**config.mk**
```make
export PLATFORM = sky130hd
export DESIGN_NAME = circular_lens_mask_compositor_core_flat
export DESIGN_NICKNAME = d
export VERILOG_FILES = /design/src/design/clmc_pkg.sv /design/src/design/clmc_if.sv /design/src/design/circular_lens_mask_compositor_core.sv /design/src/design/clmc_geom.sv /design/src/design/clmc_isqrt.sv /design/src/design/clmc_blend.sv /design/src/flat_wrapper.sv
export VERILOG_INCLUDE_DIRS = /design/src /design/src/design
export SDC_FILE = /design/constraint.sdc
export NUM_CORES = 2
export LEC_CHECK = 0
export ABC_AREA = 1
export BUFFER_PORTS_ARGS = -buffer_cell sky130_fd_sc_hd__buf_4
export CORE_ASPECT_RATIO = 2
export CORE_UTILIZATION = 49
export CTS_CLUSTER_SIZE = 8
export DETAILED_ROUTE_END_ITERATION = 6
export SLEW_MARGIN = 20
export SYNTH_ARGS = -nofsm -noshare
export SYNTH_HDL_FRONTEND = slang
export SYNTH_SLANG_ARGS = --single-unit
export TNS_END_PERCENT = 5
```
**constraint.sdc**
```tcl
create_clock -name clk -period 11.55 [get_ports clk]
set_input_delay 0.5775 -clock clk [delete_from_list [all_inputs] [get_ports clk]]
set_output_delay 0.5775 -clock clk [all_outputs]
set_load 0.02 [all_outputs]
```
**src/design/circular_lens_mask_compositor_core_macros.svh**
```systemverilog
// assertion macros for the circular lens mask compositor core
// no dependencies; included by files that carry concurrent assertions
`ifndef CIRCULAR_LENS_MASK_COMPOSITOR_CORE_MACROS_SVH
`define CIRCULAR_LENS_MASK_COMPOSITOR_CORE_MACROS_SVH
`ifndef SYNTHESIS
`define CLMC_ASSERT_NOW(label, clk, rst_n, ante, cons, msg) \
	label: assert property (@(posedge clk) disable iff (!rst_n) (ante) |-> (cons)) \
		else $error(msg);
`define CLMC_ASSERT_NEXT(label, clk, rst_n, ante, cons, msg) \
	label: assert property (@(posedge clk) disable iff (!rst_n) (ante) |=> (cons)) \
		else $error(msg);
`else
`define CLMC_ASSERT_NOW(label, clk, rst_n, ante, cons, msg)
`define CLMC_ASSERT_NEXT(label, clk, rst_n, ante, cons, msg)
`endif
`endif

```
**src/design/clmc_pkg.sv**
```systemverilog
// shared constants, types and helper function of the lens mask compositor
// no dependencies; imported by every design and test file except the macro header
package clmc_pkg;

	localparam int MAX_DIAMETER = 1024;

	localparam int POS_W      = 10;
	localparam int DIAM_W     = 10;
	localparam int BORDER_W   = 5;
	localparam int CH_W       = 8;
	localparam int NUM_CH     = 3;
	localparam int PROD_W     = 2 * CH_W;

	localparam int CFG_IDX_W  = 2;
	localparam int CFG_DATA_W = 10;

	localparam logic [CFG_IDX_W-1:0] REG_DIAMETER     = 2'd0;
	localparam logic [CFG_IDX_W-1:0] REG_BORDER_WIDTH = 2'd1;

	localparam logic [DIAM_W-1:0]   DIAMETER_RESET     = 10'd300;
	localparam logic [BORDER_W-1:0] BORDER_WIDTH_RESET = 5'd4;

	localparam int CH_RED   = 0;
	localparam int CH_GREEN = 1;
	localparam int CH_BLUE  = 2;

	// u = 2x+1-d and k = d-2b as signed values
	localparam int COORD_W = POS_W + 2;
	localparam int SQ_W    = 2 * POS_W + 2;
	localparam int SUM_W   = SQ_W + 1;
	// inside the fading band S < (k+1)^2 <= 2^(2*POS_W)
	localparam int BAND_W  = 2 * POS_W;
	localparam int FRAC_W  = 8;
	localparam int RAD_W   = BAND_W + 2 * FRAC_W;
	localparam int ROOT_W  = RAD_W / 2;
	localparam int REM_W   = ROOT_W + 2;
	localparam int NUM_W   = ROOT_W + 2;
	localparam int FADE_SHIFT = 9;

	localparam logic [CH_W-1:0] ALPHA_MAX = 8'hFF;

	localparam int GEOM_STAGES  = 3;
	localparam int SQRT_STAGES  = ROOT_W / 2;
	localparam int BLEND_STAGES = 6;
	localparam int PIPE_DEPTH   = GEOM_STAGES + SQRT_STAGES + BLEND_STAGES;

	typedef logic [NUM_CH-1:0][CH_W-1:0]   color_t;
	typedef logic [NUM_CH-1:0][PROD_W-1:0] prod_t;

	typedef struct packed {
		color_t          cap;
		logic [CH_W-1:0] ovl_alpha;
		color_t          ovl;
	} pass_t;

	typedef struct packed {
		pass_t          pass;
		logic           kneg;
		logic           full;
		logic           zero;
		logic [POS_W:0] kp1;
	} geom_t;

	// floor(x/255), exact for x up to 255*256-1
	function automatic logic [CH_W-1:0] div255(input logic [PROD_W-1:0] x);
		logic [PROD_W:0] t;
		t = {1'b0, x} + (PROD_W + 1)'(x >> CH_W) + (PROD_W + 1)'(1);
		return t[PROD_W-1:CH_W];
	endfunction

endpackage

```
**src/design/clmc_if.sv**
```systemverilog
// handshake channels of the lens mask compositor: pixel in, result out, config
// depends on clmc_pkg
interface clmc_pix_in_if import clmc_pkg::*; ();
	logic             valid;
	logic             ready;
	logic [POS_W-1:0] pos_x;
	logic [POS_W-1:0] pos_y;
	logic [CH_W-1:0]  cap_red;
	logic [CH_W-1:0]  cap_green;
	logic [CH_W-1:0]  cap_blue;
	logic [CH_W-1:0]  ovl_alpha;
	logic [CH_W-1:0]  ovl_red;
	logic [CH_W-1:0]  ovl_green;
	logic [CH_W-1:0]  ovl_blue;

	modport source(output valid, pos_x, pos_y, cap_red, cap_green, cap_blue,
		ovl_alpha, ovl_red, ovl_green, ovl_blue, input ready);
	modport sink(input valid, pos_x, pos_y, cap_red, cap_green, cap_blue,
		ovl_alpha, ovl_red, ovl_green, ovl_blue, output ready);
endinterface

interface clmc_pix_out_if import clmc_pkg::*; ();
	logic            valid;
	logic            ready;
	logic [CH_W-1:0] res_alpha;
	logic [CH_W-1:0] res_red;
	logic [CH_W-1:0] res_green;
	logic [CH_W-1:0] res_blue;

	modport source(output valid, res_alpha, res_red, res_green, res_blue, input ready);
	modport sink(input valid, res_alpha, res_red, res_green, res_blue, output ready);
endinterface

interface clmc_cfg_if import clmc_pkg::*; ();
	logic                  valid;
	logic                  ready;
	logic [CFG_IDX_W-1:0]  index;
	logic [CFG_DATA_W-1:0] data;

	modport source(output valid, index, data, input ready);
	modport sink(input valid, index, data, output ready);
endinterface

```
**src/design/circular_lens_mask_compositor_core.sv**
```systemverilog
// pipeline: a pixel request, once accepted, passes through 3 geometry stages,
// 9 square-root stages and 6 blend stages before its result is valid
// throughput: one pixel per clock unless the result side stalls; a stall holds
// stages only as far back as the pipeline is full, and the other stages move on
// reset: diameter 300, border width 4, all pipeline valid bits cleared
`include "circular_lens_mask_compositor_core_macros.svh"
module circular_lens_mask_compositor_core import clmc_pkg::*; (
	input logic             clk,
	input logic             arst_n,
	clmc_cfg_if.sink        cfg,
	clmc_pix_in_if.sink     pixel,
	clmc_pix_out_if.source  result
);

	logic [DIAM_W-1:0]   diameter_q;
	logic [BORDER_W-1:0] border_width_q;

	assign cfg.ready = 1'b1;

	always_ff @(posedge clk or negedge arst_n) begin
		if (!arst_n) begin
			diameter_q     <= DIAMETER_RESET;
			border_width_q <= BORDER_WIDTH_RESET;
		end else if (cfg.valid && cfg.ready) begin
			// unknown indexes are dropped
			if (cfg.index == REG_DIAMETER) begin
				diameter_q <= cfg.data[DIAM_W-1:0];
			end
			if (cfg.index == REG_BORDER_WIDTH) begin
				border_width_q <= cfg.data[BORDER_W-1:0];
			end
		end
	end

	logic              geom_valid, geom_ready;
	logic [RAD_W-1:0]  geom_rad;
	geom_t             geom_tag;
	logic              sq_valid, sq_ready;
	logic [ROOT_W-1:0] sq_root;
	geom_t             sq_tag;

	clmc_geom u_geom (
		.clk          (clk),
		.arst_n       (arst_n),
		.pixel        (pixel),
		.diameter     (diameter_q),
		.border_width (border_width_q),
		.out_valid    (geom_valid),
		.out_ready    (geom_ready),
		.out_rad      (geom_rad),
		.out_tag      (geom_tag)
	);

	clmc_isqrt u_isqrt (
		.clk       (clk),
		.arst_n    (arst_n),
		.in_valid  (geom_valid),
		.in_ready  (geom_ready),
		.in_rad    (geom_rad),
		.in_tag    (geom_tag),
		.out_valid (sq_valid),
		.out_ready (sq_ready),
		.out_root  (sq_root),
		.out_tag   (sq_tag)
	);

	clmc_blend u_blend (
		.clk      (clk),
		.arst_n   (arst_n),
		.in_valid (sq_valid),
		.in_ready (sq_ready),
		.in_root  (sq_root),
		.in_tag   (sq_tag),
		.result   (result)
	);

	// requests in flight, for the checks below
	localparam int CNT_W = $clog2(PIPE_DEPTH + 1);

	logic             acc_in, acc_out;
	logic [CNT_W-1:0] inflight_q;

	assign acc_in  = pixel.valid && pixel.ready;
	assign acc_out = result.valid && result.ready;

	always_ff @(posedge clk or negedge arst_n) begin
		if (!arst_n) begin
			inflight_q <= '0;
		end else if (acc_in && !acc_out) begin
			inflight_q <= inflight_q + CNT_W'(1);
		end else if (acc_out && !acc_in) begin
			inflight_q <= inflight_q - CNT_W'(1);
		end
	end

	`CLMC_ASSERT_NOW(a_empty_no_result, clk, arst_n, inflight_q == '0, !result.valid, "result without pending request")
	`CLMC_ASSERT_NOW(a_full_stalls_input, clk, arst_n, (inflight_q == CNT_W'(PIPE_DEPTH)) && !result.ready, !pixel.ready, "input taken into a full stalled pipeline")
	`CLMC_ASSERT_NEXT(a_accept_counted, clk, arst_n, acc_in && !acc_out, inflight_q != '0, "accepted request not tracked")
	`CLMC_ASSERT_NOW(a_zero_alpha_black, clk, arst_n, result.valid && (result.res_alpha == '0), (result.res_red == '0) && (result.res_green == '0) && (result.res_blue == '0), "color under zero alpha")

endmodule

```
**src/design/clmc_geom.sv**
```systemverilog
// geometry front end: lens coordinates, squared radius and band classification
// three pipeline stages; depends on clmc_pkg and clmc_pix_in_if
module clmc_geom import clmc_pkg::*; (
	input  logic                clk,
	input  logic                arst_n,
	clmc_pix_in_if.sink         pixel,
	input  logic [DIAM_W-1:0]   diameter,
	input  logic [BORDER_W-1:0] border_width,
	output logic                out_valid,
	input  logic                out_ready,
	output logic [RAD_W-1:0]    out_rad,
	output geom_t               out_tag
);

	logic en1, en2, en3;
	logic vld_s1, vld_s2, vld_s3;

	assign en3 = !vld_s3 || out_ready;
	assign en2 = !vld_s2 || en3;
	assign en1 = !vld_s1 || en2;
	assign pixel.ready = en1;

	// stage 1: centered coordinates and inner radius
	logic [DIAM_W-1:0]         d_eff;
	logic signed [COORD_W-1:0] cu_c, cv_c, k_c;
	pass_t                     pass_c;

	always_comb begin
		d_eff = (int'(diameter) > MAX_DIAMETER) ? DIAM_W'(MAX_DIAMETER) : diameter;
		cu_c = signed'({1'b0, pixel.pos_x, 1'b1}) - signed'(COORD_W'(d_eff));
		cv_c = signed'({1'b0, pixel.pos_y, 1'b1}) - signed'(COORD_W'(d_eff));
		k_c  = signed'(COORD_W'(d_eff)) - signed'(COORD_W'({border_width, 1'b0}));
		pass_c.cap[CH_RED]   = pixel.cap_red;
		pass_c.cap[CH_GREEN] = pixel.cap_green;
		pass_c.cap[CH_BLUE]  = pixel.cap_blue;
		pass_c.ovl_alpha     = pixel.ovl_alpha;
		pass_c.ovl[CH_RED]   = pixel.ovl_red;
		pass_c.ovl[CH_GREEN] = pixel.ovl_green;
		pass_c.ovl[CH_BLUE]  = pixel.ovl_blue;
	end

	logic signed [COORD_W-1:0] cu_s1, cv_s1, k_s1;
	pass_t                     pass_s1;

	// stage 2: squares of the coordinates and of the band edges
	logic signed [COORD_W-1:0]   km1_c, kp1_c;
	logic signed [2*COORD_W-1:0] pu_c, pv_c, pkm_c, pkp_c;

	always_comb begin
		km1_c = k_s1 - COORD_W'(signed'(2'sd1));
		kp1_c = k_s1 + COORD_W'(signed'(2'sd1));
		pu_c  = cu_s1 * cu_s1;
		pv_c  = cv_s1 * cv_s1;
		pkm_c = km1_c * km1_c;
		pkp_c = kp1_c * kp1_c;
	end

	logic [SQ_W-1:0] squ_s2, sqv_s2, km2_s2, kp2_s2;
	logic            kneg_s2, kge1_s2;
	logic [POS_W:0]  kp1_s2;
	pass_t           pass_s2;

	// stage 3: squared radius against the band edges
	logic [SUM_W-1:0] sum_c;
	geom_t            tag_c;

	always_comb begin
		sum_c      = {1'b0, squ_s2} + {1'b0, sqv_s2};
		tag_c.pass = pass_s2;
		tag_c.kneg = kneg_s2;
		tag_c.full = kge1_s2 && (sum_c <= {1'b0, km2_s2});
		tag_c.zero = sum_c >= {1'b0, kp2_s2};
		tag_c.kp1  = kp1_s2;
	end

	logic [RAD_W-1:0] rad_s3;
	geom_t            tag_s3;

	always_ff @(posedge clk or negedge arst_n) begin
		if (!arst_n) begin
			vld_s1 <= 1'b0;
			vld_s2 <= 1'b0;
			vld_s3 <= 1'b0;
		end else begin
			if (en1) vld_s1 <= pixel.valid;
			if (en2) vld_s2 <= vld_s1;
			if (en3) vld_s3 <= vld_s2;
		end
	end

	always_ff @(posedge clk) begin
		if (en1 && pixel.valid) begin
			cu_s1   <= cu_c;
			cv_s1   <= cv_c;
			k_s1    <= k_c;
			pass_s1 <= pass_c;
		end
		if (en2 && vld_s1) begin
			squ_s2  <= pu_c[SQ_W-1:0];
			sqv_s2  <= pv_c[SQ_W-1:0];
			km2_s2  <= pkm_c[SQ_W-1:0];
			kp2_s2  <= pkp_c[SQ_W-1:0];
			kneg_s2 <= kp1_c[COORD_W-1] || (kp1_c == '0);
			kge1_s2 <= !km1_c[COORD_W-1];
			kp1_s2  <= kp1_c[POS_W:0];
			pass_s2 <= pass_s1;
		end
		if (en3 && vld_s2) begin
			// only the fading band uses the root, where S fits BAND_W bits
			rad_s3 <= {sum_c[BAND_W-1:0], {(2 * FRAC_W){1'b0}}};
			tag_s3 <= tag_c;
		end
	end

	assign out_valid = vld_s3;
	assign out_rad   = rad_s3;
	assign out_tag   = tag_s3;

endmodule

```
**src/design/clmc_isqrt.sv**
```systemverilog
// pipelined floor square root, two result bits per stage, tag carried alongside
// depends on clmc_pkg
module clmc_isqrt import clmc_pkg::*; (
	input  logic              clk,
	input  logic              arst_n,
	input  logic              in_valid,
	output logic              in_ready,
	input  logic [RAD_W-1:0]  in_rad,
	input  geom_t             in_tag,
	output logic              out_valid,
	input  logic              out_ready,
	output logic [ROOT_W-1:0] out_root,
	output geom_t             out_tag
);

	localparam int NS = SQRT_STAGES;

	typedef struct packed {
		logic [REM_W-1:0]  rem;
		logic [ROOT_W-1:0] root;
	} sq_t;

	// one restoring step: bring down a pair of radicand bits
	function automatic sq_t sq_step(input sq_t cur, input logic [1:0] pair);
		logic [REM_W+1:0] r2;
		logic [REM_W+1:0] trial;
		sq_t              nxt;
		r2    = {cur.rem, pair};
		trial = (REM_W + 2)'({cur.root, 2'b01});
		if (r2 >= trial) begin
			nxt.rem  = REM_W'(r2 - trial);
			nxt.root = {cur.root[ROOT_W-2:0], 1'b1};
		end else begin
			nxt.rem  = r2[REM_W-1:0];
			nxt.root = {cur.root[ROOT_W-2:0], 1'b0};
		end
		return nxt;
	endfunction

	logic             vld_s [NS];
	logic             en    [NS];
	sq_t              st_s  [NS];
	logic [RAD_W-1:0] rad_s [NS];
	geom_t            tag_s [NS];

	for (genvar i = 0; i < NS; i++) begin : g_stage
		sq_t              src_st, step_a, step_b;
		logic [RAD_W-1:0] src_rad;
		geom_t            src_tag;
		logic             src_vld;

		if (i == 0) begin : g_first
			assign src_st  = '0;
			assign src_rad = in_rad;
			assign src_tag = in_tag;
			assign src_vld = in_valid;
		end else begin : g_next
			assign src_st  = st_s[i-1];
			assign src_rad = rad_s[i-1];
			assign src_tag = tag_s[i-1];
			assign src_vld = vld_s[i-1];
		end

		if (i == NS - 1) begin : g_last_en
			assign en[i] = !vld_s[i] || out_ready;
		end else begin : g_mid_en
			assign en[i] = !vld_s[i] || en[i+1];
		end

		always_comb begin
			step_a = sq_step(src_st, src_rad[RAD_W-1 -: 2]);
			step_b = sq_step(step_a, src_rad[RAD_W-3 -: 2]);
		end

		always_ff @(posedge clk or negedge arst_n) begin
			if (!arst_n) begin
				vld_s[i] <= 1'b0;
			end else if (en[i]) begin
				vld_s[i] <= src_vld;
			end
		end

		always_ff @(posedge clk) begin
			if (en[i] && src_vld) begin
				st_s[i]  <= step_b;
				rad_s[i] <= src_rad << 4;
				tag_s[i] <= src_tag;
			end
		end
	end

	assign in_ready  = en[0];
	assign out_valid = vld_s[NS-1];
	assign out_root  = st_s[NS-1].root;
	assign out_tag   = tag_s[NS-1];

endmodule

```
**src/design/clmc_blend.sv**
```systemverilog
// mask alpha from the root, premultiply and overlay compositing, six stages
// depends on clmc_pkg and clmc_pix_out_if
module clmc_blend import clmc_pkg::*; (
	input  logic              clk,
	input  logic              arst_n,
	input  logic              in_valid,
	output logic              in_ready,
	input  logic [ROOT_W-1:0] in_root,
	input  geom_t             in_tag,
	clmc_pix_out_if.source    result
);

	logic en1, en2, en3, en4, en5, en6;
	logic vld_s1, vld_s2, vld_s3, vld_s4, vld_s5, vld_s6;

	assign en6 = !vld_s6 || result.ready;
	assign en5 = !vld_s5 || en6;
	assign en4 = !vld_s4 || en5;
	assign en3 = !vld_s3 || en4;
	assign en2 = !vld_s2 || en3;
	assign en1 = !vld_s1 || en2;
	assign in_ready = en1;

	// stage 1: mask alpha
	logic [NUM_W-1:0]      num_c;
	logic [NUM_W+CH_W-1:0] scaled_c;
	logic [CH_W-1:0]       m_c;

	always_comb begin
		num_c    = (NUM_W'(in_tag.kp1) << FRAC_W) - NUM_W'(in_root);
		scaled_c = {num_c, {CH_W{1'b0}}} - (NUM_W + CH_W)'(num_c);
		priority if (in_tag.kneg) begin
			m_c = '0;
		end else if (in_tag.full) begin
			m_c = ALPHA_MAX;
		end else if (in_tag.zero) begin
			m_c = '0;
		end else begin
			m_c = scaled_c[FADE_SHIFT +: CH_W];
		end
	end

	logic [CH_W-1:0] m_s1, m_s2, m_s3;
	pass_t           pass_s1;
	prod_t           pc_s2;
	logic [CH_W-1:0] sa_s2, sa_s3, sa_s4, sa_s5;
	color_t          ovl_s2, ovl_s3;
	color_t          dc_s3;
	prod_t           po_s4, pd_s4, tc_s5;
	logic [PROD_W-1:0] pa_s4, pa_s5;
	logic            mz_s4, mz_s5;
	logic [CH_W-1:0] ra_s6;
	color_t          rc_s6;

	logic [CH_W-1:0] inv_c;
	assign inv_c = ALPHA_MAX - sa_s3;

	always_ff @(posedge clk or negedge arst_n) begin
		if (!arst_n) begin
			vld_s1 <= 1'b0;
			vld_s2 <= 1'b0;
			vld_s3 <= 1'b0;
			vld_s4 <= 1'b0;
			vld_s5 <= 1'b0;
			vld_s6 <= 1'b0;
		end else begin
			if (en1) vld_s1 <= in_valid;
			if (en2) vld_s2 <= vld_s1;
			if (en3) vld_s3 <= vld_s2;
			if (en4) vld_s4 <= vld_s3;
			if (en5) vld_s5 <= vld_s4;
			if (en6) vld_s6 <= vld_s5;
		end
	end

	always_ff @(posedge clk) begin
		if (en1 && in_valid) begin
			m_s1    <= m_c;
			pass_s1 <= in_tag.pass;
		end
		// stage 2: captured color times mask
		if (en2 && vld_s1) begin
			for (int c = 0; c < NUM_CH; c++) begin
				pc_s2[c] <= PROD_W'(pass_s1.cap[c]) * PROD_W'(m_s1);
			end
			m_s2   <= m_s1;
			sa_s2  <= pass_s1.ovl_alpha;
			ovl_s2 <= pass_s1.ovl;
		end
		// stage 3: premultiplied destination
		if (en3 && vld_s2) begin
			for (int c = 0; c < NUM_CH; c++) begin
				dc_s3[c] <= div255(pc_s2[c]);
			end
			m_s3   <= m_s2;
			sa_s3  <= sa_s2;
			ovl_s3 <= ovl_s2;
		end
		// stage 4: over-operator products
		if (en4 && vld_s3) begin
			for (int c = 0; c < NUM_CH; c++) begin
				po_s4[c] <= PROD_W'(ovl_s3[c]) * PROD_W'(sa_s3);
				pd_s4[c] <= PROD_W'(dc_s3[c]) * PROD_W'(inv_c);
			end
			pa_s4 <= PROD_W'(m_s3) * PROD_W'(inv_c);
			sa_s4 <= sa_s3;
			mz_s4 <= (m_s3 == '0);
		end
		// stage 5: sums stay below 255*256
		if (en5 && vld_s4) begin
			for (int c = 0; c < NUM_CH; c++) begin
				tc_s5[c] <= po_s4[c] + pd_s4[c];
			end
			pa_s5 <= pa_s4;
			sa_s5 <= sa_s4;
			mz_s5 <= mz_s4;
		end
		// stage 6: output register, zero mask clears the whole pixel
		if (en6 && vld_s5) begin
			if (mz_s5) begin
				ra_s6 <= '0;
				rc_s6 <= '0;
			end else begin
				ra_s6 <= sa_s5 + div255(pa_s5);
				for (int c = 0; c < NUM_CH; c++) begin
					rc_s6[c] <= div255(tc_s5[c]);
				end
			end
		end
	end

	assign result.valid     = vld_s6;
	assign result.res_alpha = ra_s6;
	assign result.res_red   = rc_s6[CH_RED];
	assign result.res_green = rc_s6[CH_GREEN];
	assign result.res_blue  = rc_s6[CH_BLUE];

endmodule

```
**src/flat_wrapper.sv**
```systemverilog
// flat-port wrapper written by rule: the top's interface ports become plain ports
module circular_lens_mask_compositor_core_flat import clmc_pkg::*;
  (clk, arst_n, cfg_valid, cfg_index, cfg_data, cfg_ready, pixel_valid, pixel_pos_x, pixel_pos_y, pixel_cap_red, pixel_cap_green, pixel_cap_blue, pixel_ovl_alpha, pixel_ovl_red, pixel_ovl_green, pixel_ovl_blue, pixel_ready, result_valid, result_res_alpha, result_res_red, result_res_green, result_res_blue, result_ready);
  clmc_cfg_if cfg_i ();
  clmc_pix_in_if pixel_i ();
  clmc_pix_out_if result_i ();
  input logic clk;
  input logic arst_n;
  input wire logic [$bits(cfg_i.valid)-1:0] cfg_valid;
  input wire logic [$bits(cfg_i.index)-1:0] cfg_index;
  input wire logic [$bits(cfg_i.data)-1:0] cfg_data;
  output wire logic [$bits(cfg_i.ready)-1:0] cfg_ready;
  input wire logic [$bits(pixel_i.valid)-1:0] pixel_valid;
  input wire logic [$bits(pixel_i.pos_x)-1:0] pixel_pos_x;
  input wire logic [$bits(pixel_i.pos_y)-1:0] pixel_pos_y;
  input wire logic [$bits(pixel_i.cap_red)-1:0] pixel_cap_red;
  input wire logic [$bits(pixel_i.cap_green)-1:0] pixel_cap_green;
  input wire logic [$bits(pixel_i.cap_blue)-1:0] pixel_cap_blue;
  input wire logic [$bits(pixel_i.ovl_alpha)-1:0] pixel_ovl_alpha;
  input wire logic [$bits(pixel_i.ovl_red)-1:0] pixel_ovl_red;
  input wire logic [$bits(pixel_i.ovl_green)-1:0] pixel_ovl_green;
  input wire logic [$bits(pixel_i.ovl_blue)-1:0] pixel_ovl_blue;
  output wire logic [$bits(pixel_i.ready)-1:0] pixel_ready;
  output wire logic [$bits(result_i.valid)-1:0] result_valid;
  output wire logic [$bits(result_i.res_alpha)-1:0] result_res_alpha;
  output wire logic [$bits(result_i.res_red)-1:0] result_res_red;
  output wire logic [$bits(result_i.res_green)-1:0] result_res_green;
  output wire logic [$bits(result_i.res_blue)-1:0] result_res_blue;
  input wire logic [$bits(result_i.ready)-1:0] result_ready;
  assign cfg_i.valid = cfg_valid;
  assign cfg_i.index = cfg_index;
  assign cfg_i.data = cfg_data;
  assign cfg_ready = cfg_i.ready;
  assign pixel_i.valid = pixel_valid;
  assign pixel_i.pos_x = pixel_pos_x;
  assign pixel_i.pos_y = pixel_pos_y;
  assign pixel_i.cap_red = pixel_cap_red;
  assign pixel_i.cap_green = pixel_cap_green;
  assign pixel_i.cap_blue = pixel_cap_blue;
  assign pixel_i.ovl_alpha = pixel_ovl_alpha;
  assign pixel_i.ovl_red = pixel_ovl_red;
  assign pixel_i.ovl_green = pixel_ovl_green;
  assign pixel_i.ovl_blue = pixel_ovl_blue;
  assign pixel_ready = pixel_i.ready;
  assign result_valid = result_i.valid;
  assign result_res_alpha = result_i.res_alpha;
  assign result_res_red = result_i.res_red;
  assign result_res_green = result_i.res_green;
  assign result_res_blue = result_i.res_blue;
  assign result_i.ready = result_ready;
  circular_lens_mask_compositor_core u_core (.clk(clk), .arst_n(arst_n), .cfg(cfg_i), .pixel(pixel_i), .result(result_i));
endmodule
```
==> results_dict.tcl <==
set metrics [dict create \
    synthArstFlopShare_pct 1.961 \
    fillers 20070 \
    fmax_ghz 0.1286 \
    critPathMaxStageDelay_ns 0.61 \
    final_nets 12950 \
    drive_gt1_share_pct 5.779 \
    ys_seq_area_share_pct 44.95 \
    cts_resized 0 \
    placedCellCount 13780 \
    period_share_pct 67.33 \
    hold_class "in2reg" \
    area_growth_pct 10.45 \
    reg2reg_to "u_core.u_geom.km2_s2[21]" \
    crit_start "u_core.u_geom.k_s1[0]" \
    cts_htree_levels 4 \
    fin_cells 14220 \
    avgSynthCellArea_um2 10.40 \
    crit_fanout 25 \
    finClkSkew_ns 0.1283 \
    grt_overflow_total 0 \
    synth_ff_type "edfxtp_1" \
    stdcell_area_mm2 0.1238 \
    cts_made_buffers 239 \
    wl_per_cell_um 20.29 \
    placed_cell_area_mm2 0.1165 \
    drtIter0Drc 3218 \
    layout_common_cells "2,145 x inv_1, 2,024 x nand2_1, 1,650 x edfxtp_1" \
    die_area_mm2 0.2307 \
    via_per_inst 5.202 \
    grt_usage_pct 25.33 \
    violations "design-rule violations" \
    rows 248 \
    cts_tree "yes" \
    timing.rr.start "u_core.u_geom.k_s1[0]" \
    grt_pass1_wl_um 441800 \
    slew_violations 0 \
    clk_path_buf_depth 4 \
    gp_congestion 0.9455 \
    rrSetupSlack_ns 3.77 \
    crit_top_cell "inv_1" \
    critPathKind "reg2reg" \
    setup_viol 0 \
    initial_utilization_pct 49.21 \
    grt_pass1_vias 80700 \
    core_area_mm2 0.2278 \
    layout_commonest_cell "inv_1" \
    maxSlewHeadroom_pct 20.74 \
    ys_warn_count 0 \
    start_kind "register" \
    via_count 73980 \
    postRouteAntennaNets 0 \
    worstSetupEndpoint "u_core.u_geom.km2_s2[21]" \
    die_x_um 340.2 \
    synth_edf_count 1650 \
    drc 3 \
    clock-sinks 1683 \
    rr_worst_depth 31 \
    synthCells 10780 \
    hold_ws_ns 0.1121 \
    wirelength_um 288700 \
    cts_root_buf "clkbuf_16" \
    crit_slowest_cell "xor2_1" \
    drt_first_pass_iters 7 \
    synth.distinct_cells 73 \
    place_hpwl_um 235000 \
    io_pins 128 \
    io_buffer_count 126 \
    grt_max_degree 82 \
    setup_tns_ns 0 \
    cts.clk_slew.worst_paths_ns 0.06 \
    tightestPinTransition_ns 1.185 \
    antenna_found_initial 13 \
    hold_viol 0 \
    post_cts_buffers 0 \
    die_h_um 678.3 \
    drv_cap 0 \
    clock_latency_ns 0.92 \
    end_kind "register" \
    grt_setup_unrepaired "no" \
    status "finished, violations left" \
    synth-seq-cells 1683 \
    finalCriticalPeriod_ns 7.777 \
    synthesis.area_mm2 0.1121 \
    whs_path_depth 2 \
    ctsHoldBuffers 69 \
    cp_data_required_time_ns 12.18 \
    cp_data_arrival_time_ns 8.40 \
]
==> area by class of cell <==
class | instances | area [µm²] | area share (%)
flip-flops and latches | 1683 | 50380 | 40.70
inverters | 2181 | 8203 | 6.627
clock buffers | 330 | 6365 | 5.142
diodes | 28 | 70.07 | 0.05660
clock inverters | 12 | 121.4 | 0.09805
well taps | 3000 | 3754 | 3.032
multi-input cells | 6722 | 52700 | 42.58
repair buffers | 267 | 2190 | 1.769
==> how the worst min path moves through the flow <==
| stage | slack [ns] | startpoint | endpoint |
|---|---|---|---|
| detailed placement | 0.40 | u_core.u_blend.pa_s4[13] | u_core.u_blend.pa_s5[13] |
| finish | 0.11 | pixel_pos_x[9] | u_core.u_geom.cu_s1[11] |
| global route | 0.09 | pixel_pos_x[9] | u_core.u_geom.cu_s1[11] |
| global placement | 0.40 | u_core.u_isqrt.tag_s[0][490] | u_core.u_isqrt.tag_s[0][560] |
| CTS | 0.06 | pixel_pos_x[9] | u_core.u_geom.cu_s1[11] |
| floorplan | 0.28 | arst_n | u_core.border_width_q[0] |
==> through the flow <==
stage               util, %  worst slack [ns]
finish                54.35             3.773
global route          54.35             3.139
CTS                   54.32             3.670
detailed placement    51.17             3.709
global placement      51.16             3.678
floorplan                 -             2.265
==> worst max-delay path: cells and delay by family, from the launching register on <==
family	cells	cell delay, ns
AO/OA/AOI/OAI	4	0.68
XOR/XNOR	2	0.74
adder cells (fa/ha/maj)	7	3.21
buffers and inverters	8	1.31
flip-flops	1	0.35
AND/OR/NAND/NOR	10	1.22
==> state kept, by name (all words and copies together), names as in the netlist, 21 cells and up <==
| name | cells |
|---|---|
| u_core.u_blend.po_s4 | 48 |
| u_core.u_geom.out_tag | 68 |
| u_core.u_blend.pc_s2 | 48 |
| u_core.u_blend.ovl_s3 | 24 |
| u_core.u_blend.pd_s4 | 48 |
| u_core.u_geom.pass_s1 | 56 |
| u_core.u_geom.km2_s2 | 21 |
| u_core.u_blend.ovl_s2 | 24 |
| u_core.u_geom.squ_s2 | 21 |
| u_core.u_geom.pass_s2 | 56 |
| u_core.u_blend.tc_s5 | 48 |
| u_core.u_isqrt.tag_s | 612 |
| u_core.u_blend.dc_s3 | 24 |
| u_core.u_isqrt.st_s | 235 |
| u_core.u_blend.pass_s1 | 56 |
| u_core.u_isqrt.rad_s | 36 |
==> cells in the mapped netlist, types with 5 or more instances <==
master / n / area [µm²]
dfstp_2: 5 / 131.4
o21ai_0: 296 / 1481
clkbuf_1: 137 / 514.2
nor3_1: 68 / 340.3
nor2_4: 13 / 146.4
nand4_1: 94 / 588.1
nand3_2: 13 / 130.1
a21o_1: 25 / 187.7
o21ai_1: 29 / 145.1
a211oi_1: 16 / 120.1
clkbuf_2: 27 / 135.1
o2111ai_1: 18 / 157.7
xor2_1: 307 / 2689
nor2_1: 742 / 2785
or2_2: 18 / 112.6
nor2_2: 39 / 244.0
a21oi_1: 511 / 2557
buf_2: 6 / 30.03
fa_1: 827 / 16560
dfrtp_1: 28 / 700.7
o21bai_1: 24 / 180.2
a21oi_2: 11 / 96.34
buf_6: 12 / 135.1
a31oi_1: 24 / 150.1
xnor2_1: 175 / 1533
o31ai_1: 6 / 45.04
o211ai_1: 16 / 120.1
nor4_1: 8 / 50.05
o21a_1: 14 / 105.1
inv_1: 2154 / 8085
and3_1: 5 / 31.28
nand3_1: 326 / 1632
ha_1: 934 / 11690
edfxtp_1: 1650 / 49550
nand2_2: 29 / 181.4
a21boi_0: 21 / 157.7
nand2_1: 2024 / 7597
nand2_4: 8 / 90.09
inv_2: 24 / 90.09
and2_1: 8 / 50.05
buf_1: 7 / 26.28
nand3b_1: 30 / 225.2
==> routing by layer <==
metal | part of all wire [%] | global-route usage [%]
met1 | 28 | 19.66
met2 | 58 | 51.41
met3 | 2.8 | 2.803
met4 | 11 | 24.59
met5 | 0.016 | 0
==> kinds of logic after synthesis <==
family / Yosys count / share of synthesized area [%]
DFF: 1683 / 44.95
other: 1 / 0.003346
AOI/OAI and AO/OA: 1032 / 5.100
buffers and inverters: 2377 / 8.122
adders and majority gates: 1761 / 25.20
xor gates and xnor gates: 482 / 3.767
and+or+nand+nor: 3443 / 12.85
Power is not shown: default switching activity piles up to over one toggle a cycle in this logic, so the estimate is an artifact.
